$ cat config.mk
export PLATFORM = sky130hd
export DESIGN_NAME = cpf_item_extractor
export DESIGN_NICKNAME = d
export VERILOG_FILES = /design/src/rtl/cpf_pkg.sv /design/src/rtl/cpf_parse.sv /design/src/rtl/cpf_res_buf.sv /design/src/rtl/cpf_item_extractor.sv
export SDC_FILE = /design/constraint.sdc
export NUM_CORES = 1
export LEC_CHECK = 0
export ABC_CLOCK_PERIOD_IN_PS = 6100
export BUFFER_PORTS_ARGS = -buffer_cell sky130_fd_sc_hd__buf_2
export CORE_UTILIZATION = 45
export DETAILED_ROUTE_END_ITERATION = 16
export GPL_TIMING_DRIVEN = 1
export MAX_ROUTING_LAYER = met4
export PLACE_DENSITY = 0.64
export SLEW_MARGIN = 30
export SYNTH_ARGS = -nofsm -noshare
export SYNTH_HDL_FRONTEND = slang
export SYNTH_SLANG_ARGS = --single-unit
export TNS_END_PERCENT = 20
$ cat constraint.sdc
create_clock -name clk -period 6.1 [get_ports clk]
set_clock_uncertainty 0.15 [all_clocks]
set_input_delay 0.915 -clock clk [delete_from_list [all_inputs] [get_ports clk]]
set_output_delay 0.915 -clock clk [all_outputs]
set_load 0.005 [all_outputs]
$ cat src/rtl/cpf_pkg.sv
// Shared types and constants for the CPF item extractor.
`default_nettype none
package cpf_pkg;

  // Result status codes
  localparam logic [2:0] ST_DATA      = 3'd0;
  localparam logic [2:0] ST_EMPTY     = 3'd1;
  localparam logic [2:0] ST_NOT_FOUND = 3'd2;
  localparam logic [2:0] ST_TRUNCATED = 3'd3;
  localparam logic [2:0] ST_TOO_SHORT = 3'd4;

  // Parser phases
  localparam logic [1:0] PH_HEADER = 2'd0;
  localparam logic [1:0] PH_ITEM   = 2'd1;
  localparam logic [1:0] PH_SKIP   = 2'd2;
  localparam logic [1:0] PH_DATA   = 2'd3;

  localparam logic [2:0]  HDR_LAST_IDX  = 3'd7;  // index of final header byte
  localparam logic [2:0]  ITEM_LAST_IDX = 3'd3;  // index of final item-header byte
  localparam logic [1:0]  SEQ_BYTES     = 2'd2;
  localparam logic [15:0] SEQ_LEN       = 16'd2;

  // Config register indexes and reset values
  localparam logic CFG_WANTED_TYPE = 1'b0;
  localparam logic CFG_STRIP_SEQ   = 1'b1;
  localparam logic [15:0] WANTED_TYPE_RST = 16'd178;

  typedef struct packed {
    logic       vld;
    logic [7:0] data;
    logic [2:0] status;
    logic       last;
  } res_t;

endpackage
`default_nettype wire

$ cat src/rtl/cpf_parse.sv
// CPF frame walker: per-byte state update and result generation.
`default_nettype none
module cpf_parse
  import cpf_pkg::*;
(
  input  wire logic        clk,
  input  wire logic        rst_n,
  input  wire logic        step,
  input  wire logic [7:0]  byte_in,
  input  wire logic        end_in,
  input  wire logic [15:0] wanted_type,
  input  wire logic        strip_seq,
  output res_t             res
);

  logic [1:0]  phase_r, phase_nxt;
  logic [2:0]  cnt_r, cnt_nxt;
  logic [15:0] items_r, items_nxt;
  logic [31:0] shift_r, shift_nxt;
  logic [15:0] rem_r, rem_nxt;
  logic [1:0]  skip_r, skip_nxt;
  logic        done_r, done_nxt;
  logic [15:0] len;
  logic [15:0] typ;

  always_comb begin
    phase_nxt = phase_r;
    cnt_nxt   = cnt_r;
    items_nxt = items_r;
    shift_nxt = shift_r;
    rem_nxt   = rem_r;
    skip_nxt  = skip_r;
    done_nxt  = done_r;
    res       = '0;
    typ       = shift_nxt[15:0];
    len       = shift_nxt[31:16];

    if (!done_r) begin
      case (phase_r)
        PH_ITEM: begin
          shift_nxt = {byte_in, shift_r[31:8]};
          typ       = shift_nxt[15:0];
          len       = shift_nxt[31:16];
          if (cnt_r == ITEM_LAST_IDX) begin
            cnt_nxt = '0;
            if (typ == wanted_type) begin
              if (strip_seq && (len < SEQ_LEN)) begin
                res.vld = 1'b1; res.status = ST_TOO_SHORT; res.last = 1'b1;
                done_nxt = 1'b1;
              end else if (len == (strip_seq ? SEQ_LEN : 16'd0)) begin
                res.vld = 1'b1; res.status = ST_EMPTY; res.last = 1'b1;
                done_nxt = 1'b1;
              end else begin
                phase_nxt = PH_DATA;
                rem_nxt   = len;
                skip_nxt  = strip_seq ? SEQ_BYTES : 2'd0;
              end
            end else if (len == 16'd0) begin
              items_nxt = items_r - 16'd1;
              if (items_nxt == 16'd0) begin
                res.vld = 1'b1; res.status = ST_NOT_FOUND; res.last = 1'b1;
                done_nxt = 1'b1;
              end
            end else begin
              phase_nxt = PH_SKIP;
              rem_nxt   = len;
            end
          end else begin
            cnt_nxt = cnt_r + 3'd1;
          end
        end
        PH_SKIP: begin
          rem_nxt = rem_r - 16'd1;
          if (rem_nxt == 16'd0) begin
            items_nxt = items_r - 16'd1;
            if (items_nxt == 16'd0) begin
              res.vld = 1'b1; res.status = ST_NOT_FOUND; res.last = 1'b1;
              done_nxt = 1'b1;
            end else begin
              phase_nxt = PH_ITEM;
              cnt_nxt   = '0;
            end
          end
        end
        PH_DATA: begin
          rem_nxt = rem_r - 16'd1;
          if (skip_r != 2'd0) begin
            skip_nxt = skip_r - 2'd1;
          end else begin
            res.vld    = 1'b1;
            res.data   = byte_in;
            res.status = ST_DATA;
            if (rem_nxt == 16'd0) begin
              res.last = 1'b1;
              done_nxt = 1'b1;
            end
          end
        end
        default: begin
          phase_nxt = PH_HEADER;
          shift_nxt = {byte_in, shift_r[31:8]};
          if (cnt_r == HDR_LAST_IDX) begin
            items_nxt = shift_nxt[31:16];
            cnt_nxt   = '0;
            if (items_nxt == 16'd0) begin
              res.vld = 1'b1; res.status = ST_NOT_FOUND; res.last = 1'b1;
              done_nxt = 1'b1;
            end else begin
              phase_nxt = PH_ITEM;
            end
          end else begin
            cnt_nxt = cnt_r + 3'd1;
          end
        end
      endcase
    end

    // frame end: truncated unless the final result already went out
    if (end_in) begin
      if (!done_nxt) begin
        res.vld    = 1'b1;
        res.data   = '0;
        res.status = ST_TRUNCATED;
        res.last   = 1'b1;
      end
      phase_nxt = PH_HEADER;
      cnt_nxt   = '0;
      items_nxt = '0;
      shift_nxt = '0;
      rem_nxt   = '0;
      skip_nxt  = '0;
      done_nxt  = 1'b0;
    end
  end

  always_ff @(posedge clk) begin
    if (!rst_n) begin
      phase_r <= PH_HEADER;
      cnt_r   <= '0;
      items_r <= '0;
      shift_r <= '0;
      rem_r   <= '0;
      skip_r  <= '0;
      done_r  <= 1'b0;
    end else if (step) begin
      phase_r <= phase_nxt;
      cnt_r   <= cnt_nxt;
      items_r <= items_nxt;
      shift_r <= shift_nxt;
      rem_r   <= rem_nxt;
      skip_r  <= skip_nxt;
      done_r  <= done_nxt;
    end
  end

endmodule
`default_nettype wire

$ cat src/rtl/cpf_res_buf.sv
// Two-entry result buffer between the parser and the output channel.
`default_nettype none
module cpf_res_buf
  import cpf_pkg::*;
(
  input  wire logic clk,
  input  wire logic rst_n,
  input  wire logic wr_en,
  input  res_t      wr_res,
  output logic      full,
  output logic      rd_vld,
  input  wire logic rd_en,
  output res_t      rd_res
);

  res_t       mem_r [2];
  logic       wr_ptr_r, rd_ptr_r;
  logic [1:0] cnt_r, cnt_nxt;
  logic       do_rd;

  assign full   = (cnt_r == 2'd2);
  assign rd_vld = (cnt_r != 2'd0);
  assign rd_res = mem_r[rd_ptr_r];
  assign do_rd  = rd_en && rd_vld;

  always_comb begin
    cnt_nxt = cnt_r;
    if (wr_en && !do_rd) begin
      cnt_nxt = cnt_r + 2'd1;
    end else if (!wr_en && do_rd) begin
      cnt_nxt = cnt_r - 2'd1;
    end
  end

  always_ff @(posedge clk) begin
    if (wr_en) begin
      mem_r[wr_ptr_r] <= wr_res;
    end
  end

  always_ff @(posedge clk) begin
    if (!rst_n) begin
      wr_ptr_r <= 1'b0;
      rd_ptr_r <= 1'b0;
      cnt_r    <= '0;
    end else begin
      if (wr_en) begin
        wr_ptr_r <= ~wr_ptr_r;
      end
      if (do_rd) begin
        rd_ptr_r <= ~rd_ptr_r;
      end
      cnt_r <= cnt_nxt;
    end
  end

endmodule
`default_nettype wire

$ cat src/rtl/cpf_item_extractor.sv
// A word taken on in_* sits in the input register until the result buffer has room, is then
// parsed, and its result (if any) is written into the result buffer and shown on out_*.
// Throughput: one frame byte per cycle; in_tready drops only while a word is held in the
// input register and the two-entry result buffer is full after output stalls.
// Reset (rst_n low, synchronous): parser back to header phase, buffers empty,
// wanted_type = 178, strip_sequence = 0.
`default_nettype none
module cpf_item_extractor
  import cpf_pkg::*;
(
  input  wire logic        clk,
  input  wire logic        rst_n,
  // input byte stream
  input  wire logic        in_tvalid,
  output logic             in_tready,
  input  wire logic [7:0]  in_tdata,   // [7:0] frame_byte
  input  wire logic        in_tlast,   // frame_end
  // result stream
  output logic             out_tvalid,
  input  wire logic        out_tready,
  output logic [7:0]       out_tdata,  // [7:0] payload_byte
  output logic [2:0]       out_tuser,  // [2:0] status
  output logic             out_tlast,  // last
  // config writes
  input  wire logic        cfg_valid,
  output logic             cfg_ready,
  input  wire logic        cfg_index,  // 0 wanted_type, 1 strip_sequence
  input  wire logic [15:0] cfg_data
);

  // config registers
  logic [15:0] wanted_type_r;
  logic        strip_seq_r;

  // input register stage
  logic        in_v_r;
  logic [7:0]  in_byte_r;
  logic        in_end_r;

  logic        buf_full;
  logic        adv;       // input register word is parsed this cycle
  res_t        res;
  res_t        rd_res;

  assign cfg_ready = 1'b1;

  always_ff @(posedge clk) begin
    if (!rst_n) begin
      wanted_type_r <= WANTED_TYPE_RST;
      strip_seq_r   <= 1'b0;
    end else if (cfg_valid && cfg_ready) begin
      case (cfg_index)
        CFG_WANTED_TYPE: wanted_type_r <= cfg_data;
        CFG_STRIP_SEQ:   strip_seq_r   <= cfg_data[0];
        default: ;
      endcase
    end
  end

  // Parse whenever the result buffer has room; every byte needs a slot since
  // whether it yields a result is only known after parsing.
  assign adv       = in_v_r && !buf_full;
  assign in_tready = !in_v_r || !buf_full;

  always_ff @(posedge clk) begin
    if (!rst_n) begin
      in_v_r <= 1'b0;
    end else if (in_tvalid && in_tready) begin
      in_v_r <= 1'b1;
    end else if (adv) begin
      in_v_r <= 1'b0;
    end
  end

  always_ff @(posedge clk) begin
    if (in_tvalid && in_tready) begin
      in_byte_r <= in_tdata;
      in_end_r  <= in_tlast;
    end
  end

  cpf_parse u_parse (
    .clk         (clk),
    .rst_n       (rst_n),
    .step        (adv),
    .byte_in     (in_byte_r),
    .end_in      (in_end_r),
    .wanted_type (wanted_type_r),
    .strip_seq   (strip_seq_r),
    .res         (res)
  );

  cpf_res_buf u_buf (
    .clk    (clk),
    .rst_n  (rst_n),
    .wr_en  (adv && res.vld),
    .wr_res (res),
    .full   (buf_full),
    .rd_vld (out_tvalid),
    .rd_en  (out_tready),
    .rd_res (rd_res)
  );

  assign out_tdata = rd_res.data;
  assign out_tuser = rd_res.status;
  assign out_tlast = rd_res.last;

`ifndef ASSERT_OFF
  // a held input word is not overwritten before it is parsed
  a_hold_in: assert property (@(posedge clk) disable iff (!rst_n)
    (in_v_r && !adv) |=> (in_v_r && $stable(in_byte_r) && $stable(in_end_r)))
    else $error("input word lost before parse");

  // every non-data status closes the frame
  a_status_last: assert property (@(posedge clk) disable iff (!rst_n)
    (out_tvalid && (out_tuser != ST_DATA)) |-> out_tlast)
    else $error("status result without last");

  // non-data results carry a zero byte
  a_status_zero: assert property (@(posedge clk) disable iff (!rst_n)
    (out_tvalid && (out_tuser != ST_DATA)) |-> (out_tdata == 8'd0))
    else $error("status result with nonzero payload");

  // status stays within the defined codes
  a_status_range: assert property (@(posedge clk) disable iff (!rst_n)
    out_tvalid |-> (out_tuser <= ST_TOO_SHORT))
    else $error("undefined status code");
`endif

endmodule
`default_nettype wire

==> out/summary.log, run 1 <==
qor: grt.gr-usage-met3 4.95%
qor: hold_path.hold_path_class register to register
qor: grt.grt_antenna_before_repair 1
qor: timing.grt_setup_unrepaired false
qor: clocking.cts-hold-fix-buffers 0
qor: route.number_of_detailed_route_iterations_in_the_first_pass 5
qor: synthesis.yosys.area.top_type sky130_fd_sc_hd__dfxtp_1
qor: synthesis.synth-async-reset-ratio 0%
qor: grt.first_global_vias 5642
qor: synthesis.yosys_warnings 0
qor: placement.place.detailed.hpwl 12600 um
qor: job.cap_violations 0
qor: clocking.root_buffer sky130_fd_sc_hd__clkbuf_16
qor: critical_path.slowest_delay 0.63 ns
qor: pwr.power_per_cell_area 286 mW/mm^2
qor: route.final_antenna_net_count 0
qor: timing.setup-tns-final 0 ns
qor: critical_path.cp.required 6.30 ns
qor: timing.worst_pin_slew 0.901 ns
qor: grt.grt_start_max_net_pins 47
qor: synthesis.synth_area_per_cell 8.49 um^2
qor: route.routed-via-count 6206
qor: floorplan.dieHeight 124 um
qor: placement.numPlacedInstances 966
qor: route.drcViolationCount 0
qor: placement.portBuffers 44
qor: timing.fmax 0.241 GHz
qor: timing.maxSlewHeadroom 39.9%
qor: synthesis.synth_seq_cells 120
qor: floorplan.placeableCoreArea 0.0145 mm^2
qor: clocking.cts_sinks 120
qor: grt.globalRouteMet2Util 40.9%
qor: synthesis.synthesis.instances 784
qor: floorplan.initial_core_util 45.9%
qor: clocking.numCtsBuffers 17
qor: clocking.clock_tree_from_tritoncts yes
qor: floorplan.die_w 124 um
qor: grt.globalRouteMet1Util 32.8%
qor: critical_path.cp_class register to register
qor: route.routedWlPerCell 19.2 um
qor: clocking.worst_setup_hold_path_clk_slew 0.06 ns
qor: finish.final_cell_count_no_fill 999
qor: finish.syn2layout_area_growth 13.5%
qor: pwr.worst_ir_drop_vdd 156 uV
qor: placement.place.gp.congestion 0.937
qor: critical_path.worst_path_max_delay_cell sky130_fd_sc_hd__a2111oi_0
qor: critical_path.timing.critical_path.cells or4_4, or4_4, o211a_1, o32a_1, a2111oi_0, or2_1, a21boi_0, ha_1, or3_1, a21oi_1
qor: floorplan.rows 44
qor: finish.post_route_cells_drive_above_1_share 14.5%
qor: grt.global_route_wire_length_before_repair 29700 um
qor: finish.fin_nets 847
qor: timing.timing.final.hold_violations 0
qor: floorplan.pin_count 46
qor: synthesis.synth_enable_flop_cells 33
qor: status.status completed
qor: timing.timing.hold.ws 0.320 ns
qor: synthesis.synth_nets 830
qor: synthesis.ys_types 71
qor: clocking.h-tree-depth 4
qor: grt.grt_most_used_layer met2
qor: timing.timing.final.max_slew_violations 0
qor: route.routed_wl 19200 um
qor: floorplan.design.die.area 0.0153 mm^2
qor: timing.period_needed 4.14 ns
qor: route.viasPerCell 6.21
qor: synthesis.synth_seq_area_share 41.1%
qor: synthesis.yosys-top-cells-area sky130_fd_sc_hd__dfxtp_1, sky130_fd_sc_hd__edfxtp_1, sky130_fd_sc_hd__a21oi_1
qor: synthesis.synth.top_cell.area_share 26.2%
qor: synthesis.synth_top_flop_cell sky130_fd_sc_hd__dfxtp_1
qor: clocking.worst_case_clock_buffer_depth 2
qor: synthesis.synthesis.area 0.00665 mm^2
qor: critical_path.path_common_cell sky130_fd_sc_hd__or4_4
qor: route.dr.first_iter.drc_count 574
qor: timing.timing.final.crit_share 67.9%
qor: grt.track_usage 26.6%
qor: clocking.postCtsSetupBuffers 0
qor: critical_path.cp.arrival 4.34 ns
qor: grt.grt_overflow_total 0
qor: critical_path.worst-path-max-fanout 6
qor: timing.setup_viol_count_final 0
qor: critical_path.capturing_element_type_of_the_critical_path register
qor: pwr.p_leak 2.72 nW
qor: finish.core_occupancy_in_the_finished_layout 52.2%
qor: critical_path.startpoint_type register
qor: clocking.resized_after_cts 0
qor: clocking.worstSkewPairLatency 0.43 ns
[path summary, 6_finish.rpt]
kind,from,endpoint,slack [ns],cells past startpoint
max,u_parse.rem_r[8],u_buf.cnt_r[1],1.96,10
min,wanted_type_r[10],wanted_type_r[10],0.32,2
max reg2reg,u_parse.rem_r[8],u_buf.cnt_r[1],1.96,10
min reg2reg,wanted_type_r[10],wanted_type_r[10],0.32,2
[flip-flops by register name, indices dropped and copies added (netlist names), named ones only]
name             cells
u_buf.mem_r         24
u_parse.shift_r     24
u_parse.items_r     16
u_parse.rem_r       16
wanted_type_r       16
in_byte_r            8
u_parse.cnt_r        3
u_buf.cnt_r          2
u_parse.phase_r      2
u_parse.skip_r       2
in_end_r             1
in_v_r               1
strip_seq_r          1
u_buf.rd_ptr_r       1
u_buf.wr_ptr_r       1
u_parse.done_r       1
[metal layers]
metal	vias to the layer above	routed length, um
li1	2947	-
met1	2966	8240
met2	238	9070
met3	55	1120
met4	0	779
met5	-	0
[cell usage after synthesis, drive strengths merged (4+ instances only)]
master / number
a2111oi: 5
a21oi: 85
a22oi: 4
a31oi: 7
and2: 6
buf: 6
clkbuf: 48
dfxtp: 87
edfxtp: 33
ha: 15
inv: 19
mux2: 12
mux2i: 7
nand2: 71
nand3: 31
nand4: 19
nor2: 78
nor2b: 5
nor3: 23
nor3b: 27
nor4: 17
o211ai: 5
o21a: 4
o21ai: 37
o311ai: 16
o31a: 4
o31ai: 18
or2: 7
or3: 6
or4: 8
xnor2: 4
xor2: 25
[cells in the final DEF, fill, tap and decap left out, types with 7 or more instances in the layout]
| master | instances |
|---|---|
| sky130_fd_sc_hd__nand4_1 | 19 |
| sky130_fd_sc_hd__buf_2 | 44 |
| sky130_fd_sc_hd__a31oi_1 | 7 |
| sky130_fd_sc_hd__o21ai_0 | 36 |
| sky130_fd_sc_hd__nor2_1 | 77 |
| sky130_fd_sc_hd__mux2i_1 | 7 |
| sky130_fd_sc_hd__mux2_2 | 12 |
| sky130_fd_sc_hd__edfxtp_1 | 33 |
| sky130_fd_sc_hd__nand2_1 | 71 |
| sky130_fd_sc_hd__clkbuf_16 | 17 |
| sky130_fd_sc_hd__inv_1 | 18 |
| sky130_fd_sc_hd__nor4_1 | 15 |
| sky130_fd_sc_hd__dfxtp_1 | 87 |
| sky130_fd_sc_hd__o31ai_1 | 17 |
| sky130_fd_sc_hd__nand3_1 | 31 |
| sky130_fd_sc_hd__o311ai_0 | 16 |
| sky130_fd_sc_hd__nor3b_1 | 27 |
| sky130_fd_sc_hd__nor3_1 | 23 |
| sky130_fd_sc_hd__a21oi_1 | 85 |
| sky130_fd_sc_hd__xor2_1 | 25 |
| sky130_fd_sc_hd__ha_1 | 15 |
| sky130_fd_sc_hd__buf_4 | 8 |
[final cells by class]
class	count	area [um^2]
Antenna cell	1	2.50
Fill cell	1357	6930
Timing Repair Buffer	52	280
Clock buffer	18	429
Inverter	20	75.1
Multi-Input combinational cell	590	3690
Sequential cell	120	2730
Clock inverter	14	116
Tap cell	184	230
[where the power goes]
part           internal (mW)  switching, mW  leakage [nW]
logic                  0.125          0.175          1.43
registers              0.860         0.0598          1.03
clock network          0.529          0.408         0.262
total                   1.51          0.643          2.72
[critical path, delay by kind of cell, from the launching register on]
family	cells	cell delay (ns)
simple gates	4	1.70
compound gates	5	1.51
flops	1	0.35
fa+ha+maj	1	0.36
[kinds of logic after synthesis]
kind of cell               after synthesis  share of synthesized area, %
AOI/OAI and AO/OA                      213                          20.6
xor gates and xnor gates                29                          3.82
adders and majority gates               15                          2.82
buffers and inverters                   74                          4.27
DFF                                    120                          41.1
muxes                                   19                          3.08
other                                    1                        0.0564
and+or+nand+nor                        313                          24.3
[metrics by stage]
stage          setup slack [ns]  instance area (um^2)  power, mW
2_1_floorplan             0.961                  6650       1.12
3_3_place_gp               1.92                  6970       1.22
3_5_place_dp               1.90                  6990       1.23
4_1_cts                    1.87                  7540       2.17
5_1_grt                    1.67                  7550       2.24
6_report                   1.96                  7550       2.16
No activity file was read; power rests on OpenSTA's default activity.
==> run 2, diff against run 1 <==
--- a/config.mk
+++ b/config.mk
@@ -5,13 +5,13 @@
 export SDC_FILE = /design/constraint.sdc
 export NUM_CORES = 1
 export LEC_CHECK = 0
-export ABC_CLOCK_PERIOD_IN_PS = 6100
+export ABC_CLOCK_PERIOD_IN_PS = 3400
 export BUFFER_PORTS_ARGS = -buffer_cell sky130_fd_sc_hd__buf_2
 export CORE_UTILIZATION = 45
 export DETAILED_ROUTE_END_ITERATION = 16
 export GPL_TIMING_DRIVEN = 1
 export MAX_ROUTING_LAYER = met4
-export PLACE_DENSITY = 0.64
+export PLACE_DENSITY = 0.67
 export SLEW_MARGIN = 30
 export SYNTH_ARGS = -nofsm -noshare
 export SYNTH_HDL_FRONTEND = slang
==> constraint.sdc (replaced) <==
create_clock -name clk -period 3.4 [get_ports clk]
set_clock_uncertainty 0.15 [all_clocks]
set_input_delay 0.51 -clock clk [delete_from_list [all_inputs] [get_ports clk]]
set_output_delay 0.51 -clock clk [all_outputs]
set_load 0.005 [all_outputs]
==> run 2 against run 1 <==
  * Via count is 2.1% higher
  * Non-clock buffer count increased by 64
  * Register-to-register slack worse by 2.1 ns
  * Clock power is 95% higher
  * Count of clock-buffer cells in the layout grew 1
  * The flow now finishes with violations (setup timing)
  * Worst hold slack got worse by 0.21 ns
==> out/summary.log, run 2 (synthesis results as in run 1) <==
qor: critical_path.path_common_cell sky130_fd_sc_hd__or4_4
qor: floorplan.placeableCoreArea 0.0145 mm^2 [unchanged]
qor: timing.setup-tns-final -2.55 ns [-2.55 ns]
qor: route.dr.first_iter.drc_count 633 [+10%]
qor: clocking.worst_case_clock_buffer_depth 2 [unchanged]
qor: finish.post_route_cells_drive_above_1_share 21.6% [+7.1 points]
qor: critical_path.worst_path_max_delay_cell sky130_fd_sc_hd__or4_4
qor: timing.timing.final.crit_share 105% [+37 points]
qor: timing.setup_viol_count_final 26 [+26]
qor: route.viasPerCell 5.96 [-4.0%]
qor: floorplan.pin_count 46 [unchanged]
qor: grt.global_route_wire_length_before_repair 31000 um [+4.1%]
qor: timing.timing.final.max_slew_violations 0 [unchanged]
qor: finish.fin_nets 911 [+7.6%]
qor: grt.grt_overflow_total 0 [unchanged]
qor: route.routed_wl 19900 um [+3.6%]
qor: floorplan.initial_core_util 45.9% [unchanged]
qor: floorplan.dieHeight 124 um [unchanged]
qor: critical_path.timing.critical_path.cells or4_4, or4_4, o211a_1, o32a_1, a2111oi_4, or2_4, a21boi_2, ha_4, xor2_1, or3_1, a21oi_2
qor: finish.postLayoutCellArea 0.00820 mm^2 [+8.5%]
qor: hold_path.hold_path_class primary input to register
qor: grt.grt_start_max_net_pins 46 [-2.1%]
qor: clocking.clock_tree_from_tritoncts yes
qor: placement.numPlacedInstances 1028 [+6.4%]
qor: critical_path.cp.required 3.60 ns [-2.70 ns]
qor: grt.grt_antenna_before_repair 0 [-1]
qor: timing.worst_pin_slew 0.730 ns [-0.171 ns]
qor: floorplan.design.die.area 0.0153 mm^2 [unchanged]
qor: placement.place.gp.congestion 0.963 [+2.8%]
qor: route.routed-via-count 6334 [+2.1%]
qor: finish.syn2layout_area_growth 23.2%
qor: finish.final_cell_count_no_fill 1062 [+6.3%]
qor: critical_path.worst-path-max-fanout 2 [-4]
qor: critical_path.cp_top_family simple AND/OR/NAND/NOR gates
qor: grt.gr-usage-met3 6.14% [+1.2 points]
qor: critical_path.timing.critical_path.buf_inv 0 [unchanged]
qor: timing.setup_slack -0.181 ns [-2.14 ns]
qor: finish.antenna_cells_inserted 0 [-1]
qor: timing.period_needed 3.58 ns [-0.561 ns]
qor: finish.layout.cells.most_common sky130_fd_sc_hd__dfxtp_1
qor: critical_path.cp.arrival 3.78 ns [-0.56 ns]
qor: route.number_of_detailed_route_iterations_in_the_first_pass 5 [unchanged]
qor: grt.globalRouteMet2Util 43.2% [+2.2 points]
qor: status.status finished, violations left
qor: clocking.worst_setup_hold_path_clk_slew 0.06 ns [about the same]
qor: floorplan.rows 44 [unchanged]
qor: finish.leading_cell_types_in_the_layout_fill_and_taps_excluded sky130_fd_sc_hd__dfxtp_1, sky130_fd_sc_hd__a21oi_1, sky130_fd_sc_hd__nor2_1, sky130_fd_sc_hd__nand2_1, sky130_fd_sc_hd__buf_4
qor: critical_path.timing.critical_path.from u_parse.rem_r[8]
qor: hold_path.worstHoldStart in_tdata[6]
qor: grt.track_usage 27.7% [+1.1 points]
qor: timing.grt_setup_unrepaired true
qor: placement.place_ws -0.293 ns [-2.19 ns]
qor: clocking.h-tree-depth 4 [unchanged]
qor: clocking.worstSkewPairLatency 0.42 ns [about the same]
qor: placement.placement.cell_area 0.00752 mm^2 [+7.6%]
qor: clocking.numCtsBuffers 17 [unchanged]
qor: floorplan.die_w 124 um [unchanged]
qor: pwr.worst_ir_drop_vdd 354 uV [+130%]
qor: route.drcViolationCount 0 [unchanged]
qor: critical_path.capturing_element_type_of_the_critical_path register
qor: timing.maxSlewHeadroom 51.3% [+11 points]
qor: critical_path.worstReg2RegStart u_parse.rem_r[8]
qor: timing.fmax 0.279 GHz [+16%]
qor: status.violations setup timing
qor: route.routedWlPerCell 18.7 um [-2.6%]
qor: pwr.p_leak 3.08 nW [+13%]
qor: grt.first_global_vias 6123 [+8.5%]
qor: critical_path.startpoint_type register
qor: grt.globalRouteMet1Util 33.7% [+0.95 points]
qor: finish.largestRegisters u_buf.mem_r (24), u_parse.shift_r (24)
qor: clocking.cts_sinks 120 [unchanged]
qor: critical_path.cp_class register to register
qor: timing.timing.final.hold_violations 0 [unchanged]
qor: pwr.power_per_cell_area 499 mW/mm^2 [+75%]
qor: clocking.root_buffer sky130_fd_sc_hd__clkbuf_16
qor: placement.place.detailed.hpwl 13600 um [+8.3%]
qor: placement.portBuffers 44 [unchanged]
qor: route.final_antenna_net_count 0 [unchanged]
qor: job.cap_violations 0 [unchanged]
qor: critical_path.slowest_delay 0.53 ns [-0.10 ns]
qor: grt.grt_most_used_layer met2
run 2: changes by cell type in the layout (fill, tap and decap cells not counted), sizes merged:
| cell | previous run | this run |
|---|---|---|
| buf | 52 | 116 |
| bufinv | 0 | 1 |
| clkbuf | 18 | 19 |
| clkinv | 4 | 3 |
| clkinvlp | 3 | 2 |
| diode | 1 | 0 |
run 2: what timing repair did:
action | 4_1_cts | 5_1_grt
pin swaps | 1 | 4
setup buffers | 2 | 0
gates resized for setup | 7 | 4
setup endpoints to repair | 26 | 27
hold endpoints to repair | 0 | 0
hold buffers | 0 | 0
gates cloned | 0 | 0
run 2: path summary, 6_finish.rpt:
kind	to	slack, ns	cells after the start
worst max register to register	u_buf.cnt_r[1]	-0.18	11
worst min register to register	wanted_type_r[14]	0.32	2
worst min-delay path	in_byte_r[6]	0.11	1
worst max-delay path	u_buf.cnt_r[1]	-0.18	11
run 2: layer usage:
layer | routed length (um) | vias to the layer above
met3 | 1150 | 49
met5 | 0 | -
met4 | 723 | 0
li1 | - | 3063
met2 | 9440 | 231
met1 | 8570 | 2991
run 2: layout make-up:
class,instances,area (um^2)
clock buffers,19,475
clock inverters,13,128
fillers,1269,6280
inverters,20,75.1
multi-input cells,590,3760
flip-flops and latches,120,2740
well taps,184,230
repair buffers,116,798
run 2: worst register-to-register path, stage by stage, from the launching register on:
cell and delay [ns]:
sky130_fd_sc_hd__dfxtp_2 0.32, sky130_fd_sc_hd__or4_4 0.53, sky130_fd_sc_hd__or4_4 0.44, sky130_fd_sc_hd__o211a_1 0.24, sky130_fd_sc_hd__o32a_1 0.34, sky130_fd_sc_hd__a2111oi_4 0.41, sky130_fd_sc_hd__or2_4 0.19, sky130_fd_sc_hd__a21boi_2 0.07
sky130_fd_sc_hd__ha_4 0.19, sky130_fd_sc_hd__xor2_1 0.15, sky130_fd_sc_hd__or3_1 0.34, sky130_fd_sc_hd__a21oi_2 0.13
run 2: power breakdown:
part	leakage [nW]	internal, mW	switching (mW)	total (mW)
Clock	0.292	1.11	0.718	1.83
Sequential	1.03	1.54	0.0781	1.62
Combinational	1.76	0.279	0.364	0.643
Total	3.08	2.93	1.16	4.09
run 2: per-stage QoR:
stage	hold WS, ns	power [mW]	util (%)
final	0.108	4.09	56.6
after global routing	0.0954	4.25	56.6
after CTS	0.0940	4.10	56.5
after detailed placement	0.311	2.27	52.0
after global placement	0.308	2.25	52.0
after floorplan	0.294	2.02	-
==> run 3, diff against run 2 <==
--- a/config.mk
+++ b/config.mk
@@ -12,6 +12,7 @@
 export GPL_TIMING_DRIVEN = 1
 export MAX_ROUTING_LAYER = met4
 export PLACE_DENSITY = 0.67
+export SETUP_SLACK_MARGIN = 0.5
 export SLEW_MARGIN = 30
 export SYNTH_ARGS = -nofsm -noshare
 export SYNTH_HDL_FRONTEND = slang
==> run 3 against run 2 <==
  * Die area unchanged
  * Largest cell class unchanged
  * Register-to-register slack improved by 0.03 ns
  * Critical endpoint is now u_buf.mem_r[1][8]
  * Sequential power about the same
  * Count of clock-buffer cells in the layout decreased by 2
  * The run still ends with setup timing left
==> out/summary.log, run 3 (synthesis results as in run 1) <==
qor: status.status finished, violations left
qor: status.violations setup timing
qor: floorplan.pin_count 46 [unchanged]
qor: floorplan.design.die.area 0.0153 mm^2 [unchanged]
qor: finish.fin_nets 930 [+2.1%]
qor: finish.antenna_cells_inserted 0 [unchanged]
qor: critical_path.cp_class register to register
qor: finish.syn2layout_area_growth 26.0%
qor: critical_path.cp_top_family simple AND/OR/NAND/NOR gates
qor: clocking.clock_tree_from_tritoncts yes
qor: floorplan.rows 44 [unchanged]
qor: grt.grt_antenna_before_repair 0 [unchanged]
qor: timing.setup_viol_count_final 25 [-3.8%]
qor: timing.timing.hold.ws 0.106 ns [-0.00187 ns]
qor: grt.first_global_vias 6349 [+3.7%]
qor: critical_path.slowest_delay 0.53 ns [about the same]
qor: critical_path.cp.required 3.40 ns [-0.20 ns]
qor: grt.grt_overflow_total 0 [unchanged]
qor: timing.maxSlewHeadroom 35.3% [-16 points]
qor: critical_path.worst-path-max-fanout 6 [+4]
qor: timing.timing.final.crit_share 105% [-0.75 points]
qor: finish.leading_cell_types_in_the_layout_fill_and_taps_excluded sky130_fd_sc_hd__dfxtp_1, sky130_fd_sc_hd__a21oi_1, sky130_fd_sc_hd__buf_4, sky130_fd_sc_hd__nor2_1, sky130_fd_sc_hd__nand2_1
qor: grt.track_usage 28.2% [+0.47 points]
qor: timing.grt_setup_unrepaired true
qor: timing.setup_slack -0.155 ns [+0.0254 ns]
qor: grt.grt_start_max_net_pins 46 [unchanged]
qor: hold_path.hold_path_class primary input to register
qor: critical_path.worst_path_max_delay_cell sky130_fd_sc_hd__or4_4
qor: clocking.cts-hold-fix-buffers 0 [unchanged]
qor: route.routed-via-count 6655 [+5.1%]
qor: route.viasPerCell 6.16 [+3.2%]
qor: pwr.switchingPower 1.15 mW [-0.51%]
qor: clocking.worst_case_clock_buffer_depth 2 [unchanged]
qor: clocking.cts_sinks 120 [unchanged]
qor: route.final_antenna_net_count 0 [unchanged]
qor: critical_path.timing.critical_path.buf_inv 4 [+4]
qor: placement.place.gp.congestion 0.995 [+3.3%]
qor: floorplan.initial_core_util 45.9% [unchanged]
qor: pwr.part_of_the_total_power_dissipated_in_sequential_elements 39.6% [about the same]
qor: timing.timing.final.hold_violations 0 [unchanged]
qor: timing.fmax 0.281 GHz [+0.71%]
qor: pwr.clock_share_of_power 43.9% [-0.8 points]
qor: clocking.numCtsBuffers 17 [unchanged]
qor: critical_path.cp.arrival 3.56 ns [-0.22 ns]
qor: timing.timing.final.max_slew_violations 0 [unchanged]
qor: route.routed_wl 20200 um [+1.6%]
qor: floorplan.die_w 124 um [unchanged]
qor: route.dr.first_iter.drc_count 641 [+1.3%]
qor: critical_path.capturing_element_type_of_the_critical_path register
qor: pwr.p_int 2.93 mW [about the same]
qor: pwr.share_comb_of_total_power 16.5% [+0.8 points]
qor: job.cap_violations 0 [unchanged]
qor: pwr.worst_ir_drop_vdd 383 uV [+8.0%]
qor: finish.final_cell_count_no_fill 1081 [+1.8%]
qor: route.drcViolationCount 0 [unchanged]
qor: pwr.power_per_cell_area 488 mW/mm^2 [-2.3%]
qor: placement.portBuffers 44 [unchanged]
qor: pwr.power.share.switching 28.3% [-0.12 points]
qor: finish.largestRegisters u_buf.mem_r (24), u_parse.shift_r (24)
qor: finish.post_route_cells_drive_above_1_share 23.6% [+2.0 points]
qor: clocking.root_buffer sky130_fd_sc_hd__clkbuf_16
qor: critical_path.startpoint_type register
qor: clocking.h-tree-depth 4 [unchanged]
qor: pwr.p_leak 3.20 nW [+3.7%]
qor: critical_path.timing.critical_path.cells or4_4, or4_4, buf_6, nor4b_4, o32a_1, a2111oi_4, or2_4, buf_6, a2111oi_4, buf_4, clkbuf_16
qor: floorplan.dieHeight 124 um [unchanged]
qor: clocking.worst_setup_hold_path_clk_slew 0.06 ns [about the same]
qor: route.number_of_detailed_route_iterations_in_the_first_pass 5 [unchanged]
qor: timing.worst_pin_slew 0.966 ns [+0.236 ns]
qor: placement.numPlacedInstances 1040 [+1.2%]
qor: timing.period_needed 3.56 ns [-0.0254 ns]
qor: route.routedWlPerCell 18.7 um [-0.20%]
qor: floorplan.placeableCoreArea 0.0145 mm^2 [unchanged]
qor: clocking.worstSkewPairLatency 0.43 ns [about the same]
qor: finish.layout.cells.most_common sky130_fd_sc_hd__dfxtp_1
qor: placement.place.detailed.hpwl 14000 um [+2.4%]
qor: grt.global_route_wire_length_before_repair 31700 um [+2.3%]
[run 3: cell types whose count changed in the layout (fill, tap and decap cells not counted), moves of 2 or more]
cell                       delta
sky130_fd_sc_hd__o311ai_0     -2
sky130_fd_sc_hd__buf_6        +4
sky130_fd_sc_hd__o311ai_1     +2
sky130_fd_sc_hd__buf_4       +13
[run 3: layout make-up]
type | count | area [um^2]
tap | 184 | 230
fill | 1265 | 6100
clock inverter | 15 | 164
timing repair buffer | 135 | 991
multi-input combinational | 590 | 3760
clock buffer | 17 | 425
inverter | 20 | 75.1
sequential | 120 | 2730
[run 3: final timing paths]
kind,slack [ns],endpoint,cells past startpoint,start
max,-0.16,u_buf.mem_r[1][8],11,u_parse.rem_r[8]
min,0.11,in_byte_r[5],1,in_tdata[5]
max reg2reg,-0.16,u_buf.mem_r[1][8],11,u_parse.rem_r[8]
min reg2reg,0.32,wanted_type_r[8],2,wanted_type_r[8]
[run 3: routing by layer]
| metal | GRT usage (%) | share of wire [%] | up-vias |
|---|---|---|---|
| li1 | - | - | 3115 |
| met1 | 33.0 | 42 | 3169 |
| met2 | 45.6 | 48 | 300 |
| met3 | 6.78 | 7.1 | 71 |
| met4 | 13.2 | 3.6 | 0 |
| met5 | - | 0 | - |
[run 3: repair_timing]
item / CTS / global route
pin swaps: 6 / 8
resized for setup: 7 / 12
endpoints found under the setup margin: 71 / 87
endpoints found under the hold margin: 0 / 0
cloned: 0 / 2
setup buffers: 2 / 5
[run 3: through the flow]
| stage | cell area, um^2 | utilization, % | setup TNS [ns] | total power, mW | worst slack [ns] |
|---|---|---|---|---|---|
| after global placement | 7610 | 52.6 | -0.214 | 2.25 | -0.177 |
| after detailed placement | 7610 | 52.6 | -1.03 | 2.27 | -0.222 |
| final | 8380 | 57.9 | -3.36 | 4.09 | -0.155 |
| after global routing | 8380 | 57.9 | -6.39 | 4.24 | -0.267 |
| after floorplan | 6720 | - | -0.176 | 2.02 | -0.176 |
| after CTS | 8250 | 57.0 | -1.45 | 4.07 | -0.0828 |
[run 3: power groups by stage]
stage                     logic [mW]  clock network [mW]  registers (mW)
after global routing           0.735                1.88            1.63
after global placement         0.610                   0            1.64
final                          0.674                1.79            1.62
after floorplan                0.406                   0            1.62
after CTS                      0.642                1.81            1.62
after detailed placement       0.622                   0            1.65
